==> config.mk <==
export PLATFORM = sky130hd
export DESIGN_NAME = kth_partition_with_n_parts
export DESIGN_NICKNAME = d
export VERILOG_FILES = /design/src/rtl/kpart_pkg.sv /design/src/rtl/kth_partition_with_n_parts.sv /design/src/rtl/kpart_ram.sv
export SDC_FILE = /design/constraint.sdc
export NUM_CORES = 1
export LEC_CHECK = 0
export BUFFER_PORTS_ARGS = -buffer_cell sky130_fd_sc_hd__buf_2
export CORE_MARGIN = 2
export CORE_UTILIZATION = 35
export DETAILED_ROUTE_END_ITERATION = 12
export GPL_ROUTABILITY_DRIVEN = 0
export GPL_TIMING_DRIVEN = 0
export PLACE_DENSITY = 0.59
export SETUP_SLACK_MARGIN = 0.02
export SLEW_MARGIN = 0
export SYNTH_ARGS = -nofsm -noshare
export SYNTH_HDL_FRONTEND = slang
export SYNTH_SLANG_ARGS = --single-unit
export TNS_END_PERCENT = 5
==> constraint.sdc <==
create_clock -name clock -period 3.51 [get_ports clock]
set_input_delay 0 -clock clock [delete_from_list [all_inputs] [get_ports clock]]
set_output_delay 0 -clock clock [all_outputs]
set_load 0.02 [all_outputs]
==> src/rtl/kpart_pkg.sv <==
`timescale 1ns / 1ps
package kpart_pkg;

   localparam int TW        = 7;    // width of totals, part values and part counts
   localparam int RANK_W    = 21;
   localparam int MAX_PARTS = 64;   // most result beats one query may produce
   localparam int ADDR_W    = 6;    // parts memory address, enough for any total up to 127

   typedef struct packed {
      logic [TW-1:0]     total;
      logic [TW-1:0]     part_count;
      logic [RANK_W-1:0] rank;
   } req_type;

   typedef struct packed {
      logic [TW-1:0] part_value;
      logic          found;
      logic          last;
   } rsp_type;

   typedef struct packed {
      logic              en;
      logic [ADDR_W-1:0] addr;
      logic [TW-1:0]     data;
   } ram_wr_type;

endpackage

==> src/rtl/kth_partition_with_n_parts.sv <==
`timescale 1ns / 1ps
// Answers one query at a time: the rank-th (from zero) partition of total into exactly
// part_count parts, partitions taken in descending order with non-increasing parts. The
// block walks every partition of total in that order, holding the parts larger than one
// in a parts memory with a registered read port, and counts the ones with the
// requested number of parts. Each partition visited is counted and then stepped from;
// stepping past a trailing two adds a reread of the previous part when
// other parts above one remain, and shrinking a larger part fills in each copy of
// the new value in the fill state before leaving it. A query's run therefore grows with the
// number of partitions of total up to the chosen one (all of them when the answer is not
// found); the found partition then leaves as part_count beats, largest part first, each
// read, loaded and held until accepted. Queries that are out of range at the door give a
// single not-found beat on the cycle after they are taken. A new query is taken only
// after the last beat of the previous one has been accepted.
module kth_partition_with_n_parts
   import kpart_pkg::*;
#(
   parameter int MAX_TOTAL = 64
) (
   input  logic    clock,
   input  logic    reset,
   input  logic    req_valid,
   output logic    req_ready,
   input  req_type req_data,
   output logic    rsp_valid,
   input  logic    rsp_ready,
   output rsp_type rsp_data
);

   localparam int LIM   = (MAX_TOTAL < 127) ? MAX_TOTAL : 127;
   localparam int DEPTH = LIM / 2;
   localparam int HW    = $clog2(DEPTH + 1);

   localparam logic [3:0] S_IDLE  = 4'd0;
   localparam logic [3:0] S_CHECK = 4'd1;
   localparam logic [3:0] S_ADV   = 4'd2;
   localparam logic [3:0] S_RDW   = 4'd3;
   localparam logic [3:0] S_FILL  = 4'd4;
   localparam logic [3:0] S_ERD   = 4'd5;
   localparam logic [3:0] S_ELD   = 4'd6;
   localparam logic [3:0] S_EWAIT = 4'd7;

   logic [3:0]        state_ff, state_in;
   logic [TW-1:0]     count_ff, count_in;
   logic [RANK_W-1:0] rank_ff, rank_in;
   logic [RANK_W-1:0] match_ff, match_in;
   logic [HW-1:0]     h_ff, h_in;       // number of parts above one
   logic [TW-1:0]     m_ff, m_in;       // number of parts
   logic [TW-1:0]     ah_ff, ah_in;     // value of the last part above one
   logic [TW-1:0]     r_ff, r_in;
   logic [TW-1:0]     t_ff, t_in;
   logic [TW-1:0]     k_ff, k_in;
   logic              rsp_valid_ff, rsp_valid_in;
   rsp_type           rsp_data_ff, rsp_data_in;

   ram_wr_type        wr;
   logic [ADDR_W-1:0] rd_addr;
   logic [TW-1:0]     mem_rd;
   logic              req_bad;

   kpart_ram #(
      .DEPTH(DEPTH)
   ) u_ram (
      .clock  (clock),
      .wr     (wr),
      .rd_addr(rd_addr),
      .rd_data(mem_rd)
   );

   assign req_ready = (state_ff == S_IDLE);
   assign rsp_valid = rsp_valid_ff;
   assign rsp_data  = rsp_data_ff;

   assign req_bad = (req_data.total == '0) || (int'(req_data.total) > LIM) ||
                    (req_data.part_count == '0) ||
                    (req_data.part_count > req_data.total) ||
                    (req_data.part_count > TW'(MAX_PARTS));

   always_comb begin
      state_in     = state_ff;
      count_in     = count_ff;
      rank_in      = rank_ff;
      match_in     = match_ff;
      h_in         = h_ff;
      m_in         = m_ff;
      ah_in        = ah_ff;
      r_in         = r_ff;
      t_in         = t_ff;
      k_in         = k_ff;
      rsp_valid_in = rsp_valid_ff;
      rsp_data_in  = rsp_data_ff;
      wr           = '0;
      rd_addr      = '0;
      unique case (state_ff)
         S_IDLE: begin
            if (req_valid) begin
               count_in = req_data.part_count;
               rank_in  = req_data.rank;
               match_in = '0;
               if (req_bad) begin
                  rsp_valid_in = 1'b1;
                  rsp_data_in  = '{part_value: '0, found: 1'b0, last: 1'b1};
                  state_in     = S_EWAIT;
               end else begin
                  // first partition is the single part [total]
                  wr.en    = 1'b1;
                  wr.addr  = '0;
                  wr.data  = req_data.total;
                  h_in     = (req_data.total > TW'(1)) ? HW'(1) : '0;
                  m_in     = TW'(1);
                  ah_in    = req_data.total;
                  state_in = S_CHECK;
               end
            end
         end
         S_CHECK: begin
            if (m_ff == count_ff && match_ff == rank_ff) begin
               k_in     = '0;
               state_in = S_ERD;
            end else begin
               if (m_ff == count_ff) begin
                  match_in = match_ff + RANK_W'(1);
               end
               if (h_ff == '0) begin
                  // all ones reached, walk is over
                  rsp_valid_in = 1'b1;
                  rsp_data_in  = '{part_value: '0, found: 1'b0, last: 1'b1};
                  state_in     = S_EWAIT;
               end else begin
                  state_in = S_ADV;
               end
            end
         end
         S_ADV: begin
            if (ah_ff == TW'(2)) begin
               // last big part drops to one
               m_in = m_ff + TW'(1);
               h_in = h_ff - HW'(1);
               if (h_ff > HW'(1)) begin
                  rd_addr  = ADDR_W'(h_ff - HW'(2));
                  state_in = S_RDW;
               end else begin
                  state_in = S_CHECK;
               end
            end else begin
               r_in     = ah_ff - TW'(1);
               t_in     = m_ff - TW'(h_ff) + TW'(1);
               wr.en    = 1'b1;
               wr.addr  = ADDR_W'(h_ff - HW'(1));
               wr.data  = ah_ff - TW'(1);
               ah_in    = ah_ff - TW'(1);
               state_in = S_FILL;
            end
         end
         S_RDW: begin
            ah_in    = mem_rd;
            state_in = S_CHECK;
         end
         S_FILL: begin
            if (t_ff >= r_ff) begin
               h_in    = h_ff + HW'(1);
               wr.en   = 1'b1;
               wr.addr = ADDR_W'(h_ff);
               wr.data = r_ff;
               t_in    = t_ff - r_ff;
            end else begin
               m_in = (t_ff == '0) ? TW'(h_ff) : TW'(h_ff) + TW'(1);
               if (t_ff > TW'(1)) begin
                  h_in    = h_ff + HW'(1);
                  wr.en   = 1'b1;
                  wr.addr = ADDR_W'(h_ff);
                  wr.data = t_ff;
                  ah_in   = t_ff;
               end
               state_in = S_CHECK;
            end
         end
         S_ERD: begin
            rd_addr  = ADDR_W'(k_ff);
            state_in = S_ELD;
         end
         S_ELD: begin
            // positions past the big parts are implicit ones
            rsp_data_in.part_value = (TW'(h_ff) > k_ff) ? mem_rd : TW'(1);
            rsp_data_in.found      = 1'b1;
            rsp_data_in.last       = (k_ff + TW'(1) == count_ff);
            rsp_valid_in           = 1'b1;
            state_in               = S_EWAIT;
         end
         S_EWAIT: begin
            if (rsp_ready) begin
               rsp_valid_in = 1'b0;
               if (rsp_data_ff.last) begin
                  state_in = S_IDLE;
               end else begin
                  k_in     = k_ff + TW'(1);
                  state_in = S_ERD;
               end
            end
         end
         default: begin
            state_in = S_IDLE;
         end
      endcase
   end

   always_ff @(posedge clock) begin
      if (reset) begin
         state_ff     <= S_IDLE;
         rsp_valid_ff <= 1'b0;
         h_ff         <= '0;
         m_ff         <= '0;
         match_ff     <= '0;
      end else begin
         state_ff     <= state_in;
         rsp_valid_ff <= rsp_valid_in;
         h_ff         <= h_in;
         m_ff         <= m_in;
         match_ff     <= match_in;
      end
   end

   always_ff @(posedge clock) begin
      count_ff    <= count_in;
      rank_ff     <= rank_in;
      ah_ff       <= ah_in;
      r_ff        <= r_in;
      t_ff        <= t_in;
      k_ff        <= k_in;
      rsp_data_ff <= rsp_data_in;
   end

   a_no_req_while_rsp: assert property (@(posedge clock) disable iff (reset)
      rsp_valid_ff |-> !req_ready)
      else $error("query accepted while a result beat is pending");

   a_miss_is_single: assert property (@(posedge clock) disable iff (reset)
      (rsp_valid_ff && !rsp_data_ff.found) |->
         (rsp_data_ff.last && rsp_data_ff.part_value == '0))
      else $error("not-found beat must be a single zero last beat");

   a_wait_has_beat: assert property (@(posedge clock) disable iff (reset)
      (state_ff == S_EWAIT) |-> rsp_valid_ff)
      else $error("waiting for result accept with no beat held");

   a_h_in_range: assert property (@(posedge clock) disable iff (reset)
      h_ff <= HW'(DEPTH))
      else $error("big part count beyond parts memory depth");

endmodule

==> src/rtl/kpart_ram.sv <==
`timescale 1ns / 1ps
module kpart_ram
   import kpart_pkg::*;
#(
   parameter int DEPTH = 32
) (
   input  logic              clock,
   input  ram_wr_type        wr,
   input  logic [ADDR_W-1:0] rd_addr,
   output logic [TW-1:0]     rd_data
);

   localparam int AW = (DEPTH > 1) ? $clog2(DEPTH) : 1;

   logic [TW-1:0] mem [DEPTH];
   logic [TW-1:0] rd_data_ff;

   always_ff @(posedge clock) begin
      if (wr.en) begin
         mem[wr.addr[AW-1:0]] <= wr.data;
      end
      rd_data_ff <= mem[rd_addr[AW-1:0]];
   end

   assign rd_data = rd_data_ff;

endmodule

Yosys cells after proc, flatten, opt, wreduce, memory -nomap -nowiden
Memories as Yosys holds them, arrays and structs flattened. A register that Yosys moved wholly into a read port is not among the register bits.
Index checks and enable logic that the tools add are counted.

word-level totals
  bits in registers = 104
  bits in writable memories = 224
  output and inout bits = 11
  word-level logic and storage cells = 152
  memories kept = 1

operators by class
  $add $sub $neg = 11
  $lt $le $gt $ge = 8
  equal/unequal tests = 26
  muxes and demuxes = 63
  bitwise gates (word level) = 1
  reduce and logical (&&, ||, !) cells = 28

memories
  name       depth  bits a word  rd ports  clocked after memory_dff  write ports  RTL line         source
  u_ram.mem  32     7            1         1                         1            kpart_ram.sv:15  logic [TW-1:0] mem [DEPTH];

operators by type and width
  operator                                                               count
  7-bit 2-to-1 mux                                                       16
  14-bit 2-to-1 mux                                                      5
  21-bit 2-to-1 mux                                                      3
  14-bit one-hot mux with 3 select lines                                 1
  21-bit one-hot mux with 2 select lines                                 1
  9-bit 2-to-1 mux                                                       4
  4-bit one-hot mux with 8 select lines                                  1
  6-bit 2-to-1 mux                                                       5
  7-bit one-hot mux with 2 select lines                                  2
  7-bit one-hot mux with 4 select lines                                  1
  9-bit one-hot mux with 3 select lines                                  1
  2-bit inequality test (second input constant)                          13
  21-bit by 1-bit adder with 21-bit output (second input constant)       1
  7-bit by 1-bit adder with 7-bit output (second input constant)         3
  21-bit == test                                                         1
  7-bit logical NOT                                                      3
  7-bit one-hot mux with 3 select lines                                  1
  6-bit one-hot mux with 3 select lines                                  1
  4-bit by 3-bit == test with 1-bit output (second input constant)       4
  4-bit 2-to-1 mux                                                       4
  5-bit AND reduction                                                    3
  7-bit == test                                                          2
  7-bit by 1-bit > comparator with 1-bit output (second input constant)  2
  7-bit > comparator (second input constant)                             2
  34 further kinds                                                       57

Depth between registers and ports, before layout
Gate-level depths: netlist of the first run.

  depth in word-level cells = 10
  depth in mapped cells = 14
  gate-level depth less buffers = 12

By module
A second synthesis of the first run with hierarchy kept.

unflattened totals
  cell total of the unflattened synthesis = 1101
  area, all modules = 15559.9 µm²

by module, submodules not included
  module                      instances  cells an instance  area an instance (µm²)  sequential area each (µm²)
  kpart_ram                   1          370                8833.5                  6866.6
  kth_partition_with_n_parts  1          731                6726.5                  2712.6

Worst setup path before layout of the first run
Ideal clock, no wire load.

  kind = reg-to-reg
  start = register r_ff[1]
  end = memory u_ram.mem[0][2], data pin
  setup time = 0.454 ns
  arrival = 3.415 ns
  required time = 3.056 ns
  slack = -0.359 ns
  cell stages (with the launch flop) = 12
  clock period less this slack = 3.869 ns
  cells stage by stage = edfxtp_1 > inv_1 > ha_1 > nor2b_1 > o21a_1 > o21ai_0 > a21oi_1 > o21ai_0 > nand2b_1 > clkbuf_1 > mux2i_1 > o21ai_0

RTL lines
  what                      RTL line                           source
  start: declaration        kth_partition_with_n_parts.sv:50   logic [TW-1:0] r_ff, r_in;
  start signal: assignment  kth_partition_with_n_parts.sv:227  r_ff <= r_in;
  end: declaration          kpart_ram.sv:15

Final worst setup path of the first run
  start = register h_ff[1]
  end = register u_ram.rd_data_ff[0], in the netlist u_ram.rd_data[0], read port of u_ram.mem

between the ends
  word-level cells in the longest chain between the ends = 4
  elaborated cells on any way between the ends = 5
  those cells by class = 1 x add/sub; 1 x order compare; 3 x mux

RTL lines
  what                                                                                                                 RTL line                                                              source
  start: declaration                                                                                                   kth_partition_with_n_parts.sv:47                                      logic [HW-1:0] h_ff, h_in;
  start signal: assignment                                                                                             kth_partition_with_n_parts.sv:217                                     h_ff <= h_in;
  5-bit by 2-bit subtractor with 5-bit output / 6-bit by 1-bit > comparator with 1-bit output (equally long branches)  kth_partition_with_n_parts.sv:140, kth_partition_with_n_parts.sv:139
  5-bit 2-to-1 mux (*)                                                                                                 kth_partition_with_n_parts.sv:139                                     if (h_ff > HW'(1)) begin
  5-bit 2-to-1 mux (*)                                                                                                 kth_partition_with_n_parts.sv:135                                     if (ah_ff == TW'(2)) begin
  5-bit one-hot mux with 2 select lines (*)                                                                            kth_partition_with_n_parts.sv:94                                      unique case (state_ff)
  end: declaration                                                                                                     kpart_ram.sv:16                                                       logic [TW-1:0] rd_data_ff;

Every way passes the cells marked *; elsewhere a longest branch is shown, timed or not.
A chain may end at the register's enable or synchronous reset.

==> impl_metrics.yaml, run 1 <==
status:
  status: "finished, violations left"
  violations: "negative setup slack"
synthesis:
  synth_area_sq_um: 15800
  synth_edf_count: 289
  async_flop_share_pct: 0
  ys_types: 68
  synth_cells: 1387
  yosys.area.top_type: "edfxtp_1"
  synth_nets: 1470
  ys.warnings.count: 0
  synth_flop_cell: "edfxtp_1"
  seq_area_frac_synth_pct: 60.5
  yosysTopAreaCellShare_pct: 54.8
  syn_area_per_cell_sq_um: 11.4
  synthTopCellsByArea: "edfxtp_1, dfxtp_1, nand2_1, ha_1, xnor2_1"
  ys_seq_elements: 334
power:
  vdd_drop_max_mv: 0.473
  power_density_nw_per_um2: 765
  leakage_uw: 0.00700
worst_setup_path:
  cp_max_fo: 10
  critPathLaunchType: "flop"
  worst_setup_path_end_kind: "flop"
  cp.arrival_ps: 4030
  criticalPathCategory: "flop to flop"
  ff2ff_setup_slack_ps: -90
  required_ps: 3940
floorplanning:
  rows: 77
  fp.dieArea_sq_um: 46900
  die_w_um: 217
  design.core.area_sq_um: 44400
  num_io_pins: 50
  initial_utilization_pct: 35.6
  die-height_um: 217
global_route:
  grt_max_degree: 33
  grt_pass1_vias: 11500
  antenna_found_initial: 0
  gr-total-overflow: 0
  grt_usage_pct: 19.1
  grt_pass1_wl_um: 68800
clock_network:
  root_buffer: "clkbuf_16"
  cts_buffer_depth: 3
  clock_latency_ps: 560
  cts_made_buffers: 38
  cts_max_level: 2
  cts_tree: "done"
  cts.sinks: 334
  clk_pin_slew_ps: 60
layout:
  layout_common_cells: "edfxtp_1, nand2_1, buf_2, nand3_1, nor2_1"
  drive_gt1_share_pct: 15.9
  final_common_cell: "edfxtp_1"
  nets: 1625
  fin_area_sq_um: 19600
  stdcell_count: 2164
  fill_cells: 4054
  area_growth_pct: 24.0
  antenna_cells: 0
worst_hold_path:
  hp-class: "primary input to flop"
place:
  dp.cells: 2035
  dp_hpwl_um: 30900
  place_ws_ps: -1140
  io_buffers: 49
  placedInstanceArea_sq_um: 17000
sta:
  hold_viol: 0
  slew_viol_final: 0
  max_freq_ghz: 0.278
  slew_headroom_pct: 18.8
  fin_crit_ps: 3600
  fin_ws_ps: -92.1
  tightestPinTransition_ps: 1210
  post-route-period-util_pct: 103
  rsz0062_at_grt: "true"
  finalClockSkew_ps: 21.6
  setup_viol: 7
  setup_tns_ps: -389
route:
  drt_iter0_drc: 1209
  vias_per_cell: 5.42
  wl_per_cell_um: 20.8
  routed_wl_um: 45000
  firstDrtPassIters: 5
  via_count: 11700
  drc: 0
  ant_nets: 0
flow_run:
  cap_violations: 0
-- kinds of logic after synthesis --
kind of cell	Yosys count	share of synthesized area [%]
and+or+nand+nor	525	15.4
buffers and inverters	119	3.24
adders and majority gates	44	3.57
AOI/OAI and AO/OA	254	10.8
DFF	334	60.5
muxes	35	2.22
xor gates and xnor gates	76	4.21
-- power by group --
part / switching, uW / total, uW / internal [uW]
Sequential: 329 / 5740 / 5420
Clock: 1640 / 4180 / 2530
Combinational: 3430 / 5100 / 1660
-- per-layer routing --
layer | share of wire, % | wire [um] | GRT usage [%] | vias up
met3 | 7.2 | 3220 | 3.62 | 90
met4 | 3.3 | 1500 | 6.89 | 0
met5 | 0 | 0 | 0 | -
li1 | - | - | - | 5471
met2 | 47 | 21100 | 31.2 | 464
met1 | 43 | 19100 | 25.4 | 5695
-- flip-flops by register name (all words and copies together), names as in the netlist --
| signal | cells |
|---|---|
| u_ram.rd_data | 7 |
| r_ff | 7 |
| rsp_data | 9 |
| match_ff | 21 |
| count_ff | 7 |
| m_ff | 7 |
| t_ff | 7 |
| u_ram.mem | 224 |
| ah_ff | 7 |
| k_ff | 7 |
| rank_ff | 21 |
| rsp_valid | 1 |
| h_ff | 6 |
| state_ff | 3 |
-- area by class of cell --
class / count / area [sq um] / area share [%]
repair buffers: 116 / 1030 / 5.27
clock inverters: 24 / 330 / 1.68
multi-input cells: 934 / 6350 / 32.4
flip-flops and latches: 334 / 9580 / 48.8
plain buffers: 68 / 398 / 2.03
well taps: 592 / 741 / 3.78
inverters: 50 / 204 / 1.04
clock buffers: 46 / 981 / 5.00
-- worst max-delay path: stages (launching register included) --
cell and delay (ps):
dfxtp_4 400, clkbuf_8 190, inv_1 140, ha_2 240
or2_2 290, a2111o_1 510, o21ai_4 310, clkbuf_4 290
buf_2 270, a21oi_1 90, a21oi_1 260, o21ai_1 120
a2111o_1 380
-- repair_timing --
action                     CTS  global route
pin swaps                   26             6
buffers inserted            20             3
setup endpoints to repair  271           389
resized for setup          110            24
gates cloned                 0             0
hold buffers                37             0
hold endpoints to repair    43             0
-- cell usage after synthesis (11+ instances only) --
library cell / instances
o21ai_0: 41
o21a_1: 11
xnor2_1: 60
nand2_1: 228
clkbuf_1: 40
nor4_1: 11
a211oi_1: 14
and2_1: 14
xor2_1: 16
a31oi_1: 12
nand2b_1: 12
nand3_1: 65
nor2_1: 66
nand4_1: 17
dfxtp_1: 45
mux2i_1: 34
ha_1: 42
o22ai_1: 15
inv_1: 48
edfxtp_1: 289
nor3_1: 61
buf_2: 20
a21oi_1: 64
a221oi_1: 13
-- final timing paths --
| kind | startpoint | to | cells past startpoint |
|---|---|---|---|
| setup / recovery | h_ff[1] | u_ram.rd_data[0] | 12 |
| hold / removal | reset | match_ff[2] | 4 |
| setup reg to reg | h_ff[1] | u_ram.rd_data[0] | 12 |
| hold reg to reg | rsp_valid | rsp_valid | 1 |
-- stage by stage --
stage	hold slack [ps]	power, uW	util (%)
after floorplan	98.9	8510	-
after global placement	179	9990	37.9
after detailed placement	179	10300	38.3
after CTS	64.9	14900	43.8
after global routing	116	15700	44.2
final	71.4	15000	44.2
Note: power is estimated with default switching activity, not from simulation.
==> run 2, diff against run 1 <==
--- a/config.mk
+++ b/config.mk
@@ -6,12 +6,13 @@
 export NUM_CORES = 1
 export LEC_CHECK = 0
 export BUFFER_PORTS_ARGS = -buffer_cell sky130_fd_sc_hd__buf_2
+export CAP_MARGIN = 20
 export CORE_MARGIN = 2
 export CORE_UTILIZATION = 35
 export DETAILED_ROUTE_END_ITERATION = 12
 export GPL_ROUTABILITY_DRIVEN = 0
 export GPL_TIMING_DRIVEN = 0
-export PLACE_DENSITY = 0.59
+export PLACE_DENSITY_LB_ADDON = 0.25
 export SETUP_SLACK_MARGIN = 0.02
 export SLEW_MARGIN = 0
 export SYNTH_ARGS = -nofsm -noshare
==> impl_metrics.yaml, run 2 (same netlist as run 1, synthesis figures left out) <==
global_route:
  antenna_found_initial: 1
  grt_usage_pct: 19.2
  grt_max_degree: 33
  gr-total-overflow: 0
  grt_pass1_vias: 11700
  grt_pass1_wl_um: 69200
place:
  io_buffers: 49
  dp_hpwl_um: 31700
  placedInstanceArea_sq_um: 17100
  dp.cells: 2047
sta:
  max_freq_ghz: 0.288
  tightestPinTransition_ps: 883
  post-route-period-util_pct: 99.1
  fin_crit_ps: 3480
  finalClockSkew_ps: 24.1
  setup_viol: 0
  setup_tns_ps: 0
  slew_headroom_pct: 40.3
  holdWs_ps: 87.8
  hold_viol: 0
  slew_viol_final: 0
clock_network:
  root_buffer: "clkbuf_16"
  clock_latency_ps: 560
  clk_pin_slew_ps: 70
  cts_buffer_depth: 3
  cts_max_level: 2
  cts_tree: "done"
  cts.sinks: 334
  cts_made_buffers: 38
route:
  routed_wl_um: 45800
  drc: 0
  firstDrtPassIters: 5
  drt_iter0_drc: 1131
  ant_nets: 0
  wl_per_cell_um: 21.1
  via_count: 11900
  vias_per_cell: 5.45
worst_setup_path:
  worst_setup_path_end_kind: "flop"
  rr_worst_depth: 12
  required_ps: 3920
  criticalPathCategory: "flop to flop"
  critPathLaunchType: "flop"
  cp_max_fo: 7
  cp.arrival_ps: 3890
power:
  leakage_uw: 0.00692
  vdd_drop_max_mv: 0.349
  power_density_nw_per_um2: 758
floorplanning:
  num_io_pins: 50
  rows: 77
  die_w_um: 217
  die-height_um: 217
  fp.dieArea_sq_um: 46900
  initial_utilization_pct: 35.6
  design.core.area_sq_um: 44400
layout:
  drive_gt1_share_pct: 17.8
  stdcell_count: 2176
  fin_area_sq_um: 19600
  final_common_cell: "edfxtp_1"
  fin_util_pct: 44.2
  nets: 1641
  layout_common_cells: "edfxtp_1, nand2_1, buf_2, nand3_1, nor2_1"
  largest_reg_flops: 224
  area_growth_pct: 24.0
status:
  status: "finished, final reports clean"
flow_run:
  cap_violations: 0
worst_hold_path:
  min_path_cells: 4
  hp-class: "primary input to flop"
[run 2: changes by cell type in the layout (fill, tap and decap cells not counted), moves of 3 or more]
cell / delta
and3_1: -5
and3_4: +4
buf_12: -7
buf_16: +3
buf_4: +13
buf_6: +6
bufinv_16: -7
clkbuf_4: +3
clkbuf_8: +3
clkinv_1: -6
nor3_2: +8
nor3_4: -8
[run 2: routing by layer]
| layer | vias to the layer above | part of all wire, % | global-route usage [%] |
|---|---|---|---|
| li1 | 5482 | - | - |
| met3 | 115 | 6.3 | 3.48 |
| met4 | 0 | 4.8 | 9.36 |
| met1 | 5824 | 43 | 25.4 |
| met5 | - | 0 | 0 |
| met2 | 430 | 46 | 30.6 |
[run 2: path summary, 6_finish.rpt]
| check | start | end | slack [ps] |
|---|---|---|---|
| worst max-delay path | h_ff[1] | u_ram.rd_data[4] | 30 |
| worst min-delay path | reset | match_ff[5] | 90 |
| worst max register to register | h_ff[1] | u_ram.rd_data[4] | 30 |
| worst min register to register | rsp_valid | rsp_valid | 460 |
[run 2: stage by stage]
stage | total power, uW | setup slack, ps
2_1_floorplan | 8510 | 10.9
3_3_place_gp | 10000 | -2080
3_5_place_dp | 10300 | -1090
4_1_cts | 14500 | -262
5_1_grt | 15500 | -47.1
6_report | 14900 | 32.2
[run 2: where the power goes]
group	switching [uW]	internal, uW
sequential	324	5410
combinational	3520	1880
clock	1600	2150
total	5440	9440
[run 2: cell type report]
cell class,count,area [sq um]
fill,4059,24800
multi-input combinational,934,6390
clock inverter,11,76.3
timing repair buffer,133,1100
clock buffer,54,1080
antenna,1,2.50
buffer,67,448
tap,592,741
sequential,334,9580
inverter,50,199
[run 2: repair_timing]
| action | 4_1_cts | 5_1_grt |
|---|---|---|
| setup endpoints to repair | 330 | 435 |
| buffers inserted | 3 | 21 |
| hold endpoints to repair | 39 | 0 |
| resized for setup | 86 | 104 |
| hold buffers | 37 | 0 |
| pin swaps | 6 | 17 |
| cloned | 0 | 1 |
[run 2: worst max-delay path: stages, from the launching register on]
cell,delay [ps]
dfxtp_4,370
buf_8,120
clkinvlp_4,140
ha_1,220
or2_2,310
a2111o_2,590
o21ai_4,220
buf_4,170
buf_4,110
mux2i_1,210
a221o_1,290
o22ai_1,120
a2111o_1,460
==> run 3, diff against run 2 <==
==> constraint.sdc (replaced) <==
create_clock -name clock -period 3 [get_ports clock]
set_input_delay 0 -clock clock [delete_from_list [all_inputs] [get_ports clock]]
set_output_delay 0 -clock clock [all_outputs]
set_load 0.02 [all_outputs]
==> impl_metrics.yaml, run 3 (same netlist as run 1, synthesis figures left out) <==
status:
  status: "finished, violations left"
  violations: "negative setup slack"
route:
  wl_met1_um: 20400
  wl_met3_um: 3240
  vias_per_cell: 5.43
  drt_iter0_drc: 1100
  wl_met2_um: 22200
  firstDrtPassIters: 7
  wl_per_cell_um: 21.2
  via_count: 12100
  ant_nets: 0
  routed_wl_um: 47300
  highest_layer: "met4"
  drc: 0
power:
  leakage_uw: 0.00748
  p_sw_uw: 6680
  combPwrFrac_pct: 38.5
  p_clk_share_pct: 24.5
  seq_power_share_pct: 36.9
  vdd_drop_max_mv: 0.541
  power_density_nw_per_um2: 871
  switching_share_pct: 36.9
  p_int_uw: 11400
floorplanning:
  num_io_pins: 50
  die_w_um: 217
  rows: 77
  fp.dieArea_sq_um: 46900
  design.core.area_sq_um: 44400
  initial_utilization_pct: 35.6
  die-height_um: 217
clock_network:
  cts_made_buffers: 39
  cts.sinks: 334
  root_buffer: "clkbuf_16"
  cts_buffer_depth: 3
  cts_max_level: 2
  clock_latency_ps: 570
  clk_pin_slew_ps: 60
  cts_tree: "done"
worst_setup_path:
  cpPeakStageDelay_ps: 510
  critPathLaunchType: "flop"
  worst_setup_path_end_kind: "flop"
  path_cells: "clkbuf_4, or3b_1, buf_2, a2111o_1, o21ai_4, buf_6, buf_6, mux2i_1, a221o_1, nand4_1, a2111o_1"
  cp_slowest_cell: "a2111o_1"
  ff2ff_setup_slack_ps: -300
  criticalPathCategory: "flop to flop"
  startpoint: "state_ff[1]"
  r2r-start: "state_ff[1]"
  required_ps: 3410
  rr_worst_depth: 11
  cp_max_fo: 9
  rr_endpoint: "u_ram.rd_data[4]"
  cp.arrival_ps: 3710
layout:
  layout_common_cells: "edfxtp_1, nand2_1, buf_4, nand3_1, nor2_1"
  largest_reg_flops: 224
  nets: 1698
  area_growth_pct: 31.3
  final_common_cell: "edfxtp_1"
  antenna_cells: 0
  drive_gt1_share_pct: 22.8
  stdcell_count: 2235
  fill_cells: 3962
global_route:
  grt_usage_pct: 19.9
  antenna_found_initial: 0
  grt_pass1_wl_um: 71100
  gr-total-overflow: 0
  grt_pass1_vias: 11700
  grt_max_degree: 33
place:
  io_buffers: 49
  place_ws_ps: -1390
  dp.cells: 2043
  dp_hpwl_um: 31800
sta:
  fin_crit_ps: 3300
  finalClockSkew_ps: 28.5
  slew_viol_final: 0
  tightestPinTransition_ps: 797
  rsz0062_at_grt: "true"
  post-route-period-util_pct: 110
  setup_viol: 220
  slew_headroom_pct: 46.8
  max_freq_ghz: 0.303
  fin_ws_ps: -298
  hold_viol: 0
flow_run:
  cap_violations: 0
worst_hold_path:
  min_path_cells: 3
  hp-start: "req_data[33]"
  worstHoldEndpoint: "u_ram.mem[4][5]"
  hp-class: "primary input to flop"
## run 3: cell count changes in the layout (fill, tap and decap cells not counted), moves of 5 or more
cell,change
buf_4,+37
clkinv_1,+5
mux2i_1,-6
nor3_2,-13
nor3_4,+13
buf_6,+8
clkbuf_1,-7
buf_12,+22
buf_2,-10
## run 3: worst max-delay path by stage
stage,slack (ps),cells after the start,to
5_1_grt,-380,12,u_ram.rd_data[4]
2_1_floorplan,-330,10,u_ram.mem[1][0]
3_5_place_dp,-1390,10,u_ram.mem[15][0]
4_1_cts,-260,9,u_ram.rd_data[4]
3_3_place_gp,-1530,9,u_ram.mem[30][0]
6_report,-300,11,u_ram.rd_data[4]
## run 3: worst max-delay path, delay by kind of cell (launching register included)
family | cells | cell delay (ps)
buffers and inverters | 4 | 620
DFF | 1 | 310
AOI/OAI and AO/OA | 4 | 1550
and+or+nand+nor | 2 | 470
muxes | 1 | 200
## run 3: power groups by stage
| stage | Clock, uW | Combinational, uW | Sequential [uW] |
|---|---|---|---|
| after floorplan | 0 | 3440 | 6740 |
| after global routing | 4710 | 7430 | 6750 |
| after detailed placement | 0 | 5490 | 6780 |
| final | 4440 | 6970 | 6680 |
| after global placement | 0 | 5120 | 6820 |
| after CTS | 4520 | 6630 | 6670 |
## run 3: area by class of cell
cell class / instances / area [sq um] / share of cell area [%]
multi-input combinational: 934 / 6710 / 32.3
clock inverter: 21 / 164 / 0.789
clock buffer: 48 / 1020 / 4.91
tap: 592 / 741 / 3.57
inverter: 50 / 211 / 1.02
timing repair buffer: 190 / 1830 / 8.79
buffer: 66 / 523 / 2.52
sequential: 334 / 9580 / 46.1
## run 3: timing repair
action	in CTS	in global routing
gates resized for setup	169	69
hold buffers	37	0
gates cloned	2	2
buffers inserted	62	24
endpoints found under the setup margin	514	417
pin swaps	60	59
hold endpoints to repair	47	0
## run 3: per-layer routing
layer	up-vias	global-route usage (%)
li1	5620	-
met1	5966	26.6
met2	466	32.3
met3	90	3.68
met4	0	7.17
met5	-	0
## run 3: stage by stage
| stage | utilization [%] | hold WS, ps | setup TNS (ps) | power, uW | instance area (sq um) |
|---|---|---|---|---|---|
| 2_1_floorplan | - | 98.9 | -65180 | 10200 | 16100 |
| 3_3_place_gp | 38.5 | 178 | -536190 | 11900 | 17100 |
| 3_5_place_dp | 39.0 | 178 | -378250 | 12300 | 17300 |
| 4_1_cts | 45.8 | 49.7 | -18230 | 17800 | 20300 |
| 5_1_grt | 46.8 | 49.2 | -57700 | 18900 | 20800 |
| 6_report | 46.8 | 69.3 | -30420 | 18100 | 20800 |
